[src/hw/rtl/dcf_pkg.sv]
// ----------------------------------------------------------------------------
// dcf_pkg
// Event, state, send, outcome, timer and register codes, defaults and structs for the DHCP client controller.
// ----------------------------------------------------------------------------
package dcf_pkg;
  localparam logic [3:0] EV_START = 4'd0, EV_TXDONE = 4'd1, EV_OFFER = 4'd2,
    EV_ACK = 4'd3, EV_NAK = 4'd4, EV_RXTO = 4'd5, EV_ARP = 4'd6, EV_T1 = 4'd7,
    EV_T2 = 4'd8, EV_LEASE = 4'd9;
  localparam logic [4:0] S_INIT = 5'd0, S_SEL_RT = 5'd1, S_SEL_R = 5'd2,
    S_SEL_T = 5'd3, S_REQ_RT = 5'd4, S_REQ_R = 5'd5, S_REQ_T = 5'd6,
    S_REQ_ARP = 5'd7, S_DECL_T = 5'd8, S_BOUND = 5'd9, S_REN_RT = 5'd10,
    S_REN_R = 5'd11, S_REN_T = 5'd12, S_REN2_RT = 5'd13, S_REN2_T = 5'd14,
    S_RENL_RT = 5'd15, S_RENL_T = 5'd16, S_REB_RT = 5'd17, S_REB_R = 5'd18,
    S_REB_T = 5'd19, S_REBL_RT = 5'd20, S_REBL_T = 5'd21;
  localparam logic [2:0] K_NONE = 3'd0, K_DISC = 3'd1, K_SEL = 3'd2,
    K_RENEW = 3'd3, K_REBIND = 3'd4, K_DECL = 3'd5, K_PROBE = 3'd6;
  localparam logic [2:0] O_NONE = 3'd0, O_BOUND = 3'd1, O_FAIL = 3'd2,
    O_IGN = 3'd3, O_ILL = 3'd4;
  localparam logic [3:0] T_RESP = 4'd1, T_T1 = 4'd2, T_T2 = 4'd4, T_LEASE = 4'd8;
  localparam logic [1:0] R_MAC = 2'd0, R_XID = 2'd1, R_ARP = 2'd2;
  localparam logic [15:0] SERVER_PORT = 16'd67;
  localparam logic [31:0] XID_RESET = 32'h21324354;
  localparam logic [7:0] ARP_LIMIT_RESET = 8'd3;

  typedef struct packed {
    logic [4:0]  state;
    logic [31:0] xid;
    logic [31:0] addr;
    logic [31:0] srv_ip;
    logic [47:0] srv_mac;
    logic [31:0] lease;
    logic [31:0] renew;
    logic [31:0] rebind;
    logic [7:0]  arp_cnt;
  } ctx_t;

  typedef struct packed {
    logic [4:0]  next_state;
    logic [2:0]  send_kind;
    logic [31:0] send_trans_id;
    logic [31:0] request_addr;
    logic [31:0] server_addr;
    logic [47:0] server_hw_out;
    logic [3:0]  arm_mask;
    logic [3:0]  cancel_mask;
    logic [31:0] lease_out;
    logic [31:0] renew_out;
    logic [31:0] rebind_out;
    logic [2:0]  outcome;
  } res_t;
endpackage

[src/hw/rtl/dcf_step.sv]
// ----------------------------------------------------------------------------
// dcf_step
// Combinational transition: one event against the held context.
// ----------------------------------------------------------------------------
module dcf_step (
  input  dcf_pkg::ctx_t cur,
  input  logic [47:0]   own_mac,
  input  logic [7:0]    arp_limit,
  input  logic [3:0]    operation,
  input  logic [15:0]   source_port,
  input  logic [47:0]   client_hw,
  input  logic [31:0]   msg_trans_id,
  input  logic [31:0]   your_addr,
  input  logic [31:0]   server_id,
  input  logic [47:0]   sender_hw,
  input  logic [31:0]   lease_in,
  input  logic [31:0]   renew_in,
  input  logic [31:0]   rebind_in,
  input  logic [3:0]    option_flags,
  input  logic          arp_found,
  output dcf_pkg::ctx_t nxt,
  output dcf_pkg::res_t res
);
  import dcf_pkg::*;

  logic        filt;
  logic [31:0] xid_inc;
  logic [8:0]  arp_n;
  logic        rdir;
  logic [4:0]  rnxt;
  logic [3:0]  rcan;
  logic        rok;

  assign xid_inc = cur.xid + 32'd1;
  assign arp_n = {1'b0, cur.arp_cnt} + 9'd1;
  assign filt = (source_port != SERVER_PORT) || (client_hw != own_mac)
             || (msg_trans_id != cur.xid);

  always_comb begin
    rok = 1'b1; rdir = 1'b0; rnxt = S_INIT; rcan = 4'd0;
    unique case (cur.state)
      S_REN_RT:  begin rcan = T_T2 | T_LEASE; rnxt = S_REN_T; end
      S_REN2_RT: begin rcan = T_LEASE; rnxt = S_REN2_T; end
      S_REB_RT:  begin rcan = T_LEASE; rnxt = S_REB_T; end
      S_REQ_RT:  rnxt = S_REQ_T;
      S_RENL_RT: rnxt = S_RENL_T;
      S_REBL_RT: rnxt = S_REBL_T;
      S_REN_R:   begin rcan = T_T2 | T_LEASE | T_RESP; rdir = 1'b1; end
      S_REB_R:   begin rcan = T_LEASE | T_RESP; rdir = 1'b1; end
      S_REQ_R:   begin rcan = T_RESP; rdir = 1'b1; end
      default:   rok = 1'b0;
    endcase
  end

  always_comb begin
    nxt = cur;
    res = '0;
    // reply_done with addr from nxt
    unique case (operation)
      EV_START: begin
        if (cur.state == S_INIT) begin
          nxt.xid = xid_inc; res.send_kind = K_DISC; res.send_trans_id = xid_inc;
          nxt.state = S_SEL_RT;
        end else res.outcome = O_IGN;
      end
      EV_TXDONE: begin
        unique case (cur.state)
          S_SEL_RT, S_REQ_RT, S_REN_RT, S_REB_RT: begin
            res.arm_mask = T_RESP; nxt.state = cur.state + 5'd1;
          end
          S_SEL_T: begin
            res.send_kind = K_SEL; res.send_trans_id = cur.xid;
            res.request_addr = cur.addr; res.server_addr = cur.srv_ip;
            nxt.state = S_REQ_RT;
          end
          S_REN_T, S_REN2_T, S_REB_T, S_RENL_T, S_REBL_T, S_REQ_T: begin
            if (cur.state == S_REN_T) res.cancel_mask = T_T2 | T_LEASE;
            else if (cur.state == S_REN2_T || cur.state == S_REB_T)
              res.cancel_mask = T_LEASE;
            if (cur.addr == '0) begin
              nxt.state = S_INIT; res.outcome = O_FAIL;
            end else begin
              nxt.arp_cnt = 8'd1; res.send_kind = K_PROBE;
              res.request_addr = cur.addr; nxt.state = S_REQ_ARP;
            end
          end
          S_REN2_RT: begin
            nxt.xid = xid_inc; res.send_kind = K_REBIND; res.send_trans_id = xid_inc;
            res.request_addr = cur.addr; nxt.state = S_REB_RT;
          end
          S_DECL_T, S_RENL_RT, S_REBL_RT: begin
            nxt.state = S_INIT; res.outcome = O_FAIL;
          end
          default: res.outcome = O_ILL;
        endcase
      end
      EV_OFFER: begin
        if (filt) res.outcome = O_IGN;
        else if ((cur.state == S_SEL_RT || cur.state == S_SEL_R) && option_flags[3]) begin
          nxt.srv_mac = sender_hw; nxt.addr = your_addr; nxt.srv_ip = server_id;
          if (cur.state == S_SEL_RT) nxt.state = S_SEL_T;
          else begin
            res.cancel_mask = T_RESP; res.send_kind = K_SEL;
            res.send_trans_id = cur.xid; res.request_addr = your_addr;
            res.server_addr = server_id; nxt.state = S_REQ_RT;
          end
        end else res.outcome = O_IGN;
      end
      EV_ACK, EV_NAK: begin
        if (filt || !rok || (operation == EV_ACK && !option_flags[2]))
          res.outcome = O_IGN;
        else begin
          if (operation == EV_ACK) begin
            nxt.addr = your_addr; nxt.lease = lease_in;
            nxt.renew = option_flags[0] ? renew_in : {1'b0, lease_in[31:1]};
            nxt.rebind = option_flags[1] ? rebind_in
              : 32'(({lease_in, 3'b000} - {3'b000, lease_in}) >> 3);
          end else nxt.addr = '0;
          res.cancel_mask = rcan;
          if (!rdir) nxt.state = rnxt;
          else if (nxt.addr == '0) begin
            nxt.state = S_INIT; res.outcome = O_FAIL;
          end else begin
            nxt.arp_cnt = 8'd1; res.send_kind = K_PROBE;
            res.request_addr = nxt.addr; nxt.state = S_REQ_ARP;
          end
        end
      end
      EV_RXTO: begin
        if (cur.state == S_SEL_R || cur.state == S_REQ_R) begin
          nxt.xid = xid_inc; res.send_kind = K_DISC; res.send_trans_id = xid_inc;
          nxt.state = S_SEL_RT;
        end else if (cur.state == S_REN_R) begin
          nxt.xid = xid_inc; res.send_kind = K_RENEW; res.send_trans_id = xid_inc;
          res.request_addr = cur.addr; res.server_addr = cur.srv_ip;
          res.server_hw_out = cur.srv_mac; nxt.state = S_REN_RT;
        end else if (cur.state == S_REB_R) begin
          nxt.xid = xid_inc; res.send_kind = K_REBIND; res.send_trans_id = xid_inc;
          res.request_addr = cur.addr; nxt.state = S_REB_RT;
        end else res.outcome = O_ILL;
      end
      EV_ARP: begin
        if (cur.state != S_REQ_ARP) res.outcome = O_ILL;
        else if (arp_found) begin
          res.send_kind = K_DECL; res.send_trans_id = cur.xid;
          res.request_addr = cur.addr; res.server_addr = cur.srv_ip;
          nxt.state = S_DECL_T;
        end else begin
          nxt.arp_cnt = arp_n[8] ? 8'hFF : arp_n[7:0];
          if (arp_n <= {1'b0, arp_limit}) begin
            res.send_kind = K_PROBE; res.request_addr = cur.addr;
          end else begin
            res.arm_mask = T_T1 | T_T2 | T_LEASE;
            res.lease_out = cur.lease; res.renew_out = cur.renew;
            res.rebind_out = cur.rebind; res.outcome = O_BOUND;
            nxt.state = S_BOUND;
          end
        end
      end
      EV_T1: begin
        if (cur.state == S_BOUND) begin
          nxt.xid = xid_inc; res.send_kind = K_RENEW; res.send_trans_id = xid_inc;
          res.request_addr = cur.addr; res.server_addr = cur.srv_ip;
          res.server_hw_out = cur.srv_mac; nxt.state = S_REN_RT;
        end else res.outcome = O_ILL;
      end
      EV_T2: begin
        if (cur.state == S_REN_R) begin
          res.cancel_mask = T_RESP;
          nxt.xid = xid_inc; res.send_kind = K_REBIND; res.send_trans_id = xid_inc;
          res.request_addr = cur.addr; nxt.state = S_REB_RT;
        end else if (cur.state == S_REN_RT) nxt.state = S_REN2_RT;
        else res.outcome = O_ILL;
      end
      EV_LEASE: begin
        unique case (cur.state)
          S_REN2_RT: nxt.state = S_RENL_RT;
          S_REN2_T:  nxt.state = S_RENL_T;
          S_REB_RT:  nxt.state = S_REBL_RT;
          S_REB_T:   nxt.state = S_REBL_T;
          S_REB_R:   begin res.cancel_mask = T_RESP; nxt.state = S_INIT;
                       res.outcome = O_FAIL; end
          default:   res.outcome = O_ILL;
        endcase
      end
      default: res.outcome = O_ILL;
    endcase
    res.next_state = nxt.state;
  end
endmodule

[src/hw/rtl/dhcp_client_fsm.sv]
// A result is registered in the output register, or first in the skid stage while the output stalls.
// Throughput: one event per cycle while the skid stage is empty; the context register update sets that.
// The skid stage keeps the input open while one result waits; the input closes while the skid stage is full.
// Reset: state INIT, context cleared, transaction id and ARP limit at defaults.
// ----------------------------------------------------------------------------
// dhcp_client_fsm
// DHCP client controller, one event per beat, one result per event.
// ----------------------------------------------------------------------------
module dhcp_client_fsm (
  input  logic        clk,
  input  logic        rst,
  input  logic        cfg_valid,
  output logic        cfg_ready,
  input  logic [1:0]  cfg_index,
  input  logic [47:0] cfg_data,
  input  logic        in_valid,
  output logic        in_ready,
  input  logic [3:0]  operation,
  input  logic [15:0] source_port,
  input  logic [47:0] client_hw,
  input  logic [31:0] msg_trans_id,
  input  logic [31:0] your_addr,
  input  logic [31:0] server_id,
  input  logic [47:0] sender_hw,
  input  logic [31:0] lease_in,
  input  logic [31:0] renew_in,
  input  logic [31:0] rebind_in,
  input  logic [3:0]  option_flags,
  input  logic        arp_found,
  output logic        out_valid,
  input  logic        out_ready,
  output logic [4:0]  next_state,
  output logic [2:0]  send_kind,
  output logic [31:0] send_trans_id,
  output logic [31:0] request_addr,
  output logic [31:0] server_addr,
  output logic [47:0] server_hw_out,
  output logic [3:0]  arm_mask,
  output logic [3:0]  cancel_mask,
  output logic [31:0] lease_out,
  output logic [31:0] renew_out,
  output logic [31:0] rebind_out,
  output logic [2:0]  outcome
);
  import dcf_pkg::*;

  ctx_t        ctx, ctx_next, ctx_load;
  res_t        res_next, obuf, skid;
  logic        skid_valid;
  logic [47:0] own_mac;
  logic [7:0]  arp_limit;
  logic        take;

  assign cfg_ready = 1'b1;
  assign in_ready = !skid_valid;
  assign take = in_valid && in_ready;

  dcf_step u_step (
    .cur(ctx), .own_mac(own_mac), .arp_limit(arp_limit), .operation(operation),
    .source_port(source_port), .client_hw(client_hw), .msg_trans_id(msg_trans_id),
    .your_addr(your_addr), .server_id(server_id), .sender_hw(sender_hw),
    .lease_in(lease_in), .renew_in(renew_in), .rebind_in(rebind_in),
    .option_flags(option_flags), .arp_found(arp_found),
    .nxt(ctx_next), .res(res_next)
  );

  always_comb begin
    ctx_load = ctx;
    if (take) ctx_load = ctx_next;
    // a transaction id write loads the live context
    if (cfg_valid && cfg_index == R_XID) ctx_load.xid = cfg_data[31:0];
    if (rst) begin
      ctx_load = '0;
      ctx_load.xid = XID_RESET;
    end
  end

  always_ff @(posedge clk) begin
    ctx <= ctx_load;
  end

  always_ff @(posedge clk) begin
    if (rst) begin
      own_mac <= '0;
      arp_limit <= ARP_LIMIT_RESET;
      out_valid <= 1'b0;
      skid_valid <= 1'b0;
    end else begin
      if (cfg_valid) begin
        unique case (cfg_index)
          R_MAC: own_mac <= cfg_data;
          R_ARP: arp_limit <= cfg_data[7:0];
          default: ;
        endcase
      end
      // output register with skid: hold a beat that arrives while output stalls
      if (!out_valid || out_ready) begin
        if (skid_valid) begin
          obuf <= skid; out_valid <= 1'b1; skid_valid <= 1'b0;
        end else begin
          obuf <= res_next; out_valid <= take;
        end
      end else if (take) begin
        skid <= res_next; skid_valid <= 1'b1;
      end
    end
  end

  assign next_state = obuf.next_state;
  assign send_kind = obuf.send_kind;
  assign send_trans_id = obuf.send_trans_id;
  assign request_addr = obuf.request_addr;
  assign server_addr = obuf.server_addr;
  assign server_hw_out = obuf.server_hw_out;
  assign arm_mask = obuf.arm_mask;
  assign cancel_mask = obuf.cancel_mask;
  assign lease_out = obuf.lease_out;
  assign renew_out = obuf.renew_out;
  assign rebind_out = obuf.rebind_out;
  assign outcome = obuf.outcome;
endmodule

[config.mk]
export PLATFORM = sky130hd
export DESIGN_NAME = dhcp_client_fsm
export DESIGN_NICKNAME = d
export VERILOG_FILES = /design/src/hw/rtl/dcf_pkg.sv /design/src/hw/rtl/dcf_step.sv /design/src/hw/rtl/dhcp_client_fsm.sv
export SDC_FILE = /design/constraint.sdc
export NUM_CORES = 2
export LEC_CHECK = 0
export BUFFER_PORTS_ARGS = -buffer_cell sky130_fd_sc_hd__buf_2
export CAP_MARGIN = 20
export CORE_AREA = 2 2 264 266
export CTS_BUF_LIST = sky130_fd_sc_hd__clkbuf_8 sky130_fd_sc_hd__clkbuf_16
export CTS_CLUSTER_DIAMETER = 100
export CTS_CLUSTER_SIZE = 30
export DETAILED_ROUTE_END_ITERATION = 8
export DIE_AREA = 0 0 266 268
export PLACE_DENSITY_LB_ADDON = 0.05
export SETUP_SLACK_MARGIN = 0.15
export SLEW_MARGIN = 30
export SYNTH_ARGS = -nofsm -noshare
export SYNTH_HDL_FRONTEND = slang
export SYNTH_SLANG_ARGS = --single-unit
[constraint.sdc]
create_clock -name clk -period 23.7 [get_ports clk]
set_clock_uncertainty 0.2 [all_clocks]
set_input_delay 1.185 -clock clk [delete_from_list [all_inputs] [get_ports clk]]
set_output_delay 1.185 -clock clk [all_outputs]
set_load 0.05 [all_outputs]
### Word level (Yosys, flattened, before mapping)

Cells that the tools add are included.

* word-level logic and storage cells: 263
* input bits: 368
* RAM bits: 0
* memory bits (read-only): 0
* memories: 0
* latch bits: 0
* output and inout bits: 262
* register bits: 829

* reductions and logical operators: 45
* bitwise logic cells: 4
* add/sub/neg operators: 4
* multiply operators: 0
* muxes and demuxes: 123
* divide/modulo/power cells: 0
* $lt $le $gt $ge: 1
* shift operators: 0
* eq/ne operators: 49

Operators by type and width (count)
* two-way mux 32 bit: 18
* two-way mux 99 bit: 5
* one-hot mux 32 bit (7 select lines): 2
* two-way mux 96 bit: 4
* two-way mux 112 bit: 3
* one-hot mux 32 bit (5 select lines): 2
* two-way mux 259 bit: 1
* two-way mux 248 bit: 1
* two-way mux 67 bit: 3
* one-hot mux 32 bit (2 select lines): 3
* two-way mux 37 bit: 5
* two-way mux 80 bit: 2
* two-way mux 146 bit: 1
* two-way mux 104 bit: 1
* two-way mux 98 bit: 1
* one-hot mux 48 bit (2 select lines): 1
* logical NOT 32 bit: 2
* two-way mux 3 bit: 19
* two-way mux 8 bit: 7
* one-hot mux 5 bit (5 select lines): 2
* != test 48 bit: 1
* two-way mux 5 bit: 9
* one-hot mux 5 bit (9 select lines): 1
* == test 5 x 4 -> 1 bit, second input constant: 8
* other kinds (56): 124

### Longest topological paths before layout

* word-level depth: 15
* mapped depth: 15
* depth with buffers taken out: 14

### Modules after synthesis

A second synthesis with hierarchy kept.

* cell total of the unflattened synthesis: 3955
* area, all modules: 40826.7 um^2

By module, submodules not included
* dhcp_client_fsm: times used 1, sequential area each 21780.9 um^2, cells an instance 2194, area each 29579.6 um^2
* dcf_step: times used 1, sequential area each 0.0 um^2, cells an instance 1761, area each 11247.0 um^2

### Least setup slack after synthesis

No wires, ideal clock.

* path kind: input to register
* start: input port rst
* end: register skid[0] (netlist name) (enable)
* path buffers: 3
* stages: 4
* arrival time: 19.033 ns
* library setup time: 1.185 ns
* required time: 22.315 ns
* path slack: 3.282 ns
* path through: clkbuf_1 clkbuf_1 clkbuf_1 nor3_1

* word-level cells in the longest chain between the ends: 2

Ends and longest elaborated chain
* from (decl): RTL line dhcp_client_fsm.sv:11 `input logic rst,`
* inverter 1 bit (no line)
* AND reduction 3 bit (no line)
* to (signal assigned): RTL line dhcp_client_fsm.sv:104 `skid <= res_next; skid_valid <= 1'b1;`
* to (decl): RTL line dhcp_client_fsm.sv:48 `res_t res_next, obuf, skid;`

No other way between the ends.
A chain may end at the register's enable or synchronous reset.

### Worst setup path in the final report

* start: input port msg_trans_id[22]
* end: register ctx[15] (netlist name)

* word-level cells in the longest chain between the ends: 6

Ends and longest elaborated chain
* from (decl): RTL line dhcp_client_fsm.sv:21 `input logic [31:0] msg_trans_id,`
* != test 32 bit: RTL line dcf_step.sv:37 `|| (msg_trans_id != cur.xid);`
* logical OR 1 bit: RTL line dcf_step.sv:37
* logical OR 1 bit (2 in series): RTL line dcf_step.sv:110 `if (filt || !rok || (operation == EV_ACK && !option_flags[2]))`
* inverter 1 bit (no line)
* AND reduction 4 bit (no line)
* to (signal assigned): RTL line dhcp_client_fsm.sv:79 `ctx <= ctx_load;`
* to (decl): RTL line dhcp_client_fsm.sv:47 `ctx_t ctx, ctx_next, ctx_load;`

No other way between the ends.

==> impl_metrics.toml <==
[run_status]
status = "finished clean"

[clock_tree]
root_buffer = "clkbuf_16"
ctsResizeCount = 0
numCtsBuffers = 35
htreeDepth = 2
cts_tree = "yes"
postCtsSetupBuffers = 0
hold_buffers = 0
path_clk_slew_ns = 0.12
clkLatencyLatePin_ns = 0.60
clockBufferDepth = 3
clock-sinks = 823

[final_layout]
stdcell_count = 4773
layout-drive-gt1-share_pct = 25.7
utilization_pct = 62.1
area_growth_pct = 13.3
layout.nets = 4263
regArea_sq_mm = 0.0216
multi_input_area_sq_mm = 0.0148
fill_cells = 5626

[power]
switching_power_uw = 708
pwr-share-seq_pct = 59.3
p_int_uw = 1950
max-vdd-ir-drop_mv = 0.0599
power_frac_comb_pct = 12.4
leakage_uw = 0.0162
pwr-share-clk_pct = 28.3
p_per_area_mw_per_mm2 = 62.6
p_sw_share_pct = 26.7
fin_total_pwr_uw = 2650

[place]
placed_cells = 4696
dp_hpwl_um = 77200
port_buffers = 627
place_congestion = 0.942

[synth]
yosysWarnings = 0
synthMostInstantiatedCell = "edfxtp_1"
yosysTopAreaCell = "edfxtp_1"
syn_nets = 3783
synthCells = 3371
syn-mean-instance-area_sq_um = 11.1
yosys_most_used_dff = "edfxtp_1"
synth_area_leaders = "edfxtp_1, dfxtp_1, mux2_2"
synthTopCellsByCount = "edfxtp_1, nand2_1, dfxtp_1"
synthArstFlopShare_pct = 0
ys_seq_area_share_pct = 57.7
synth.distinct_cells = 74
syn_area_sq_mm = 0.0374
synth_edf_count = 512
synth-seq-cells = 823
synth_top_area_share_pct = 41.1

[route]
ant_nets = 0
route.detailed.drc = 0
vias = 28300
drtIter0Drc = 2450
wl_per_cell_um = 22.9
wirelength_um = 109000
viasPerCell = 5.92
dr.pass1.iters = 6

[hold_path]
worstHoldPathCells = 2
min_path_type = "register to register"
worstHoldStart = "ctx[143]"
holdPathEnd = "ctx[143]"

[global_route]
grt_use_total_pct = 29.5
antenna_found_initial = 26
grt_pass1_vias = 27300
globalRouteOverflowTotal = 0
grt_max_degree = 144
grt_pass1_wl_um = 164000

[floorplanning]
pin_count = 630
rows = 96
die-area_sq_mm = 0.0713
initial_utilization_pct = 54.9
die_h_um = 268
core_sq_mm = 0.0682
die_w_um = 266

[setup_path]
worstPathArrival_ns = 5.47
cp.required_ns = 23.97
r2r_cells = 10
reg2reg_from = "ctx[238]"
cp_max_fo = 73
end_kind = "register"
critPathBufInv = 2
crit_family = "simple AND/OR/NAND/NOR gates"
criticalPathCategory = "input port to register"
cp_cell_sequence = "buf_2 > xnor2_1 > nand4_1 > nor4_1 > nand3_1 > nor3_1 > and4_4 > buf_4 > o211ai_1 > o21ai_0 > nor2_1"
start_kind = "input port"
crit_path_max_incr_delay_ns = 0.85
r2r_end = "ctx[15]"
crit_slowest_cell = "nor4_1"
r2r_slack_ns = 18.76

[timing]
slew_headroom_pct = 30.0
tightestPinTransition_ns = 1.05
final_hold_viol_count = 0
rsz0062_at_grt = "false"
tns_ns = 0
layout_min_cycle_time_ns = 5.20
fin_crit_sh_pct = 21.9
max_freq_mhz = 192
setup_viol = 0
slew_viol_final = 0

[flow_run]
maxCapViolCount = 0
## logic make-up after synthesis
logic type	Yosys count	share of synthesized area, %
flip-flops	823	57.7
adder cells (fa/ha/maj)	44	1.47
AND/OR/NAND/NOR	1122	14.4
XOR/XNOR	111	2.60
AO/OA/AOI/OAI	647	11.1
other	2	0.0201
multiplexers	331	9.70
buffers and inverters	291	3.02
## area by class of cell
class | count | share of cell area [%]
antenna | 15 | 0.0886
sequential | 823 | 51.0
clock buffer | 37 | 2.18
tap | 882 | 2.60
clock inverter | 25 | 0.396
multi-input combinational | 2257 | 34.9
timing repair buffer | 666 | 8.24
inverter | 68 | 0.620
## layer usage
metal | routed length (um) | track usage [%] | share of wire, % | vias to the layer above
met4 | 3660 | 9.63 | 3.3 | 18
li1 | - | - | - | 13100
met3 | 7390 | 5.34 | 6.8 | 215
met2 | 52800 | 48.7 | 48 | 1063
met5 | 126 | 0 | 0.12 | -
met1 | 45400 | 39.7 | 42 | 13900
## state kept, by name (all words and copies together) (netlist names)
register	count
server_addr	32
out_valid	1
lease_out	32
next_state	5
send_trans_id	32
skid_valid	1
arp_limit	8
send_kind	3
ctx	253
cancel_mask	3
own_mac	48
arm_mask	2
server_hw_out	48
rebind_out	32
renew_out	32
skid	256
request_addr	32
outcome	3
## tightest hold or removal path, cell delays in order, from the launching register on
cell and delay (ns):
dfxtp_1 0.32, nand2_1 0.05, a21oi_1 0.05
## placed cells by master, fill, tap and decap left out, drive strengths merged, types with 15 or more instances in the layout
cell    instances
mux2i          76
o211ai         16
nand2b         17
nand3          59
inv            91
clkbuf         37
o21ai         118
dfxtp         311
diode          15
mux2          255
and2          156
edfxtp        512
nor2          204
nand4          34
a21oi         253
nor2b          51
ha             44
a22o           64
a211oi         54
and3           28
nor4           41
xor2           46
buf           666
xnor2          65
nor3           48
a221oi         18
o31ai          30
nand2         436
## worst max path at each step
| stage | start | endpoint | cells after the start |
|---|---|---|---|
| floorplan | rst | skid[0] | 4 |
| global placement | msg_trans_id[3] | ctx[15] | 11 |
| detailed placement | msg_trans_id[3] | ctx[15] | 11 |
| CTS | msg_trans_id[3] | ctx[15] | 11 |
| global route | msg_trans_id[3] | ctx[15] | 11 |
| finish | msg_trans_id[22] | ctx[15] | 11 |
## power groups by stage
stage                     clock [uW]  combinational, uW  sequential [uW]
final                            752                328             1570
after global placement             0                324             1610
after CTS                        766                327             1570
after global routing             809                346             1580
after detailed placement           0                325             1610
after floorplan                    0                126             1690
## metrics by stage
| stage | hold slack (ns) | area, sq um | setup WS, ns |
|---|---|---|---|
| after detailed placement | 0.240 | 41200 | 18.04 |
| after global placement | 0.233 | 41200 | 18.15 |
| after global routing | 0.270 | 42400 | 18.36 |
| after floorplan | 0.227 | 37400 | 3.28 |
| after CTS | 0.256 | 42300 | 18.67 |
| final | 0.251 | 42400 | 18.51 |
No activity file was read; power rests on OpenSTA's default activity.
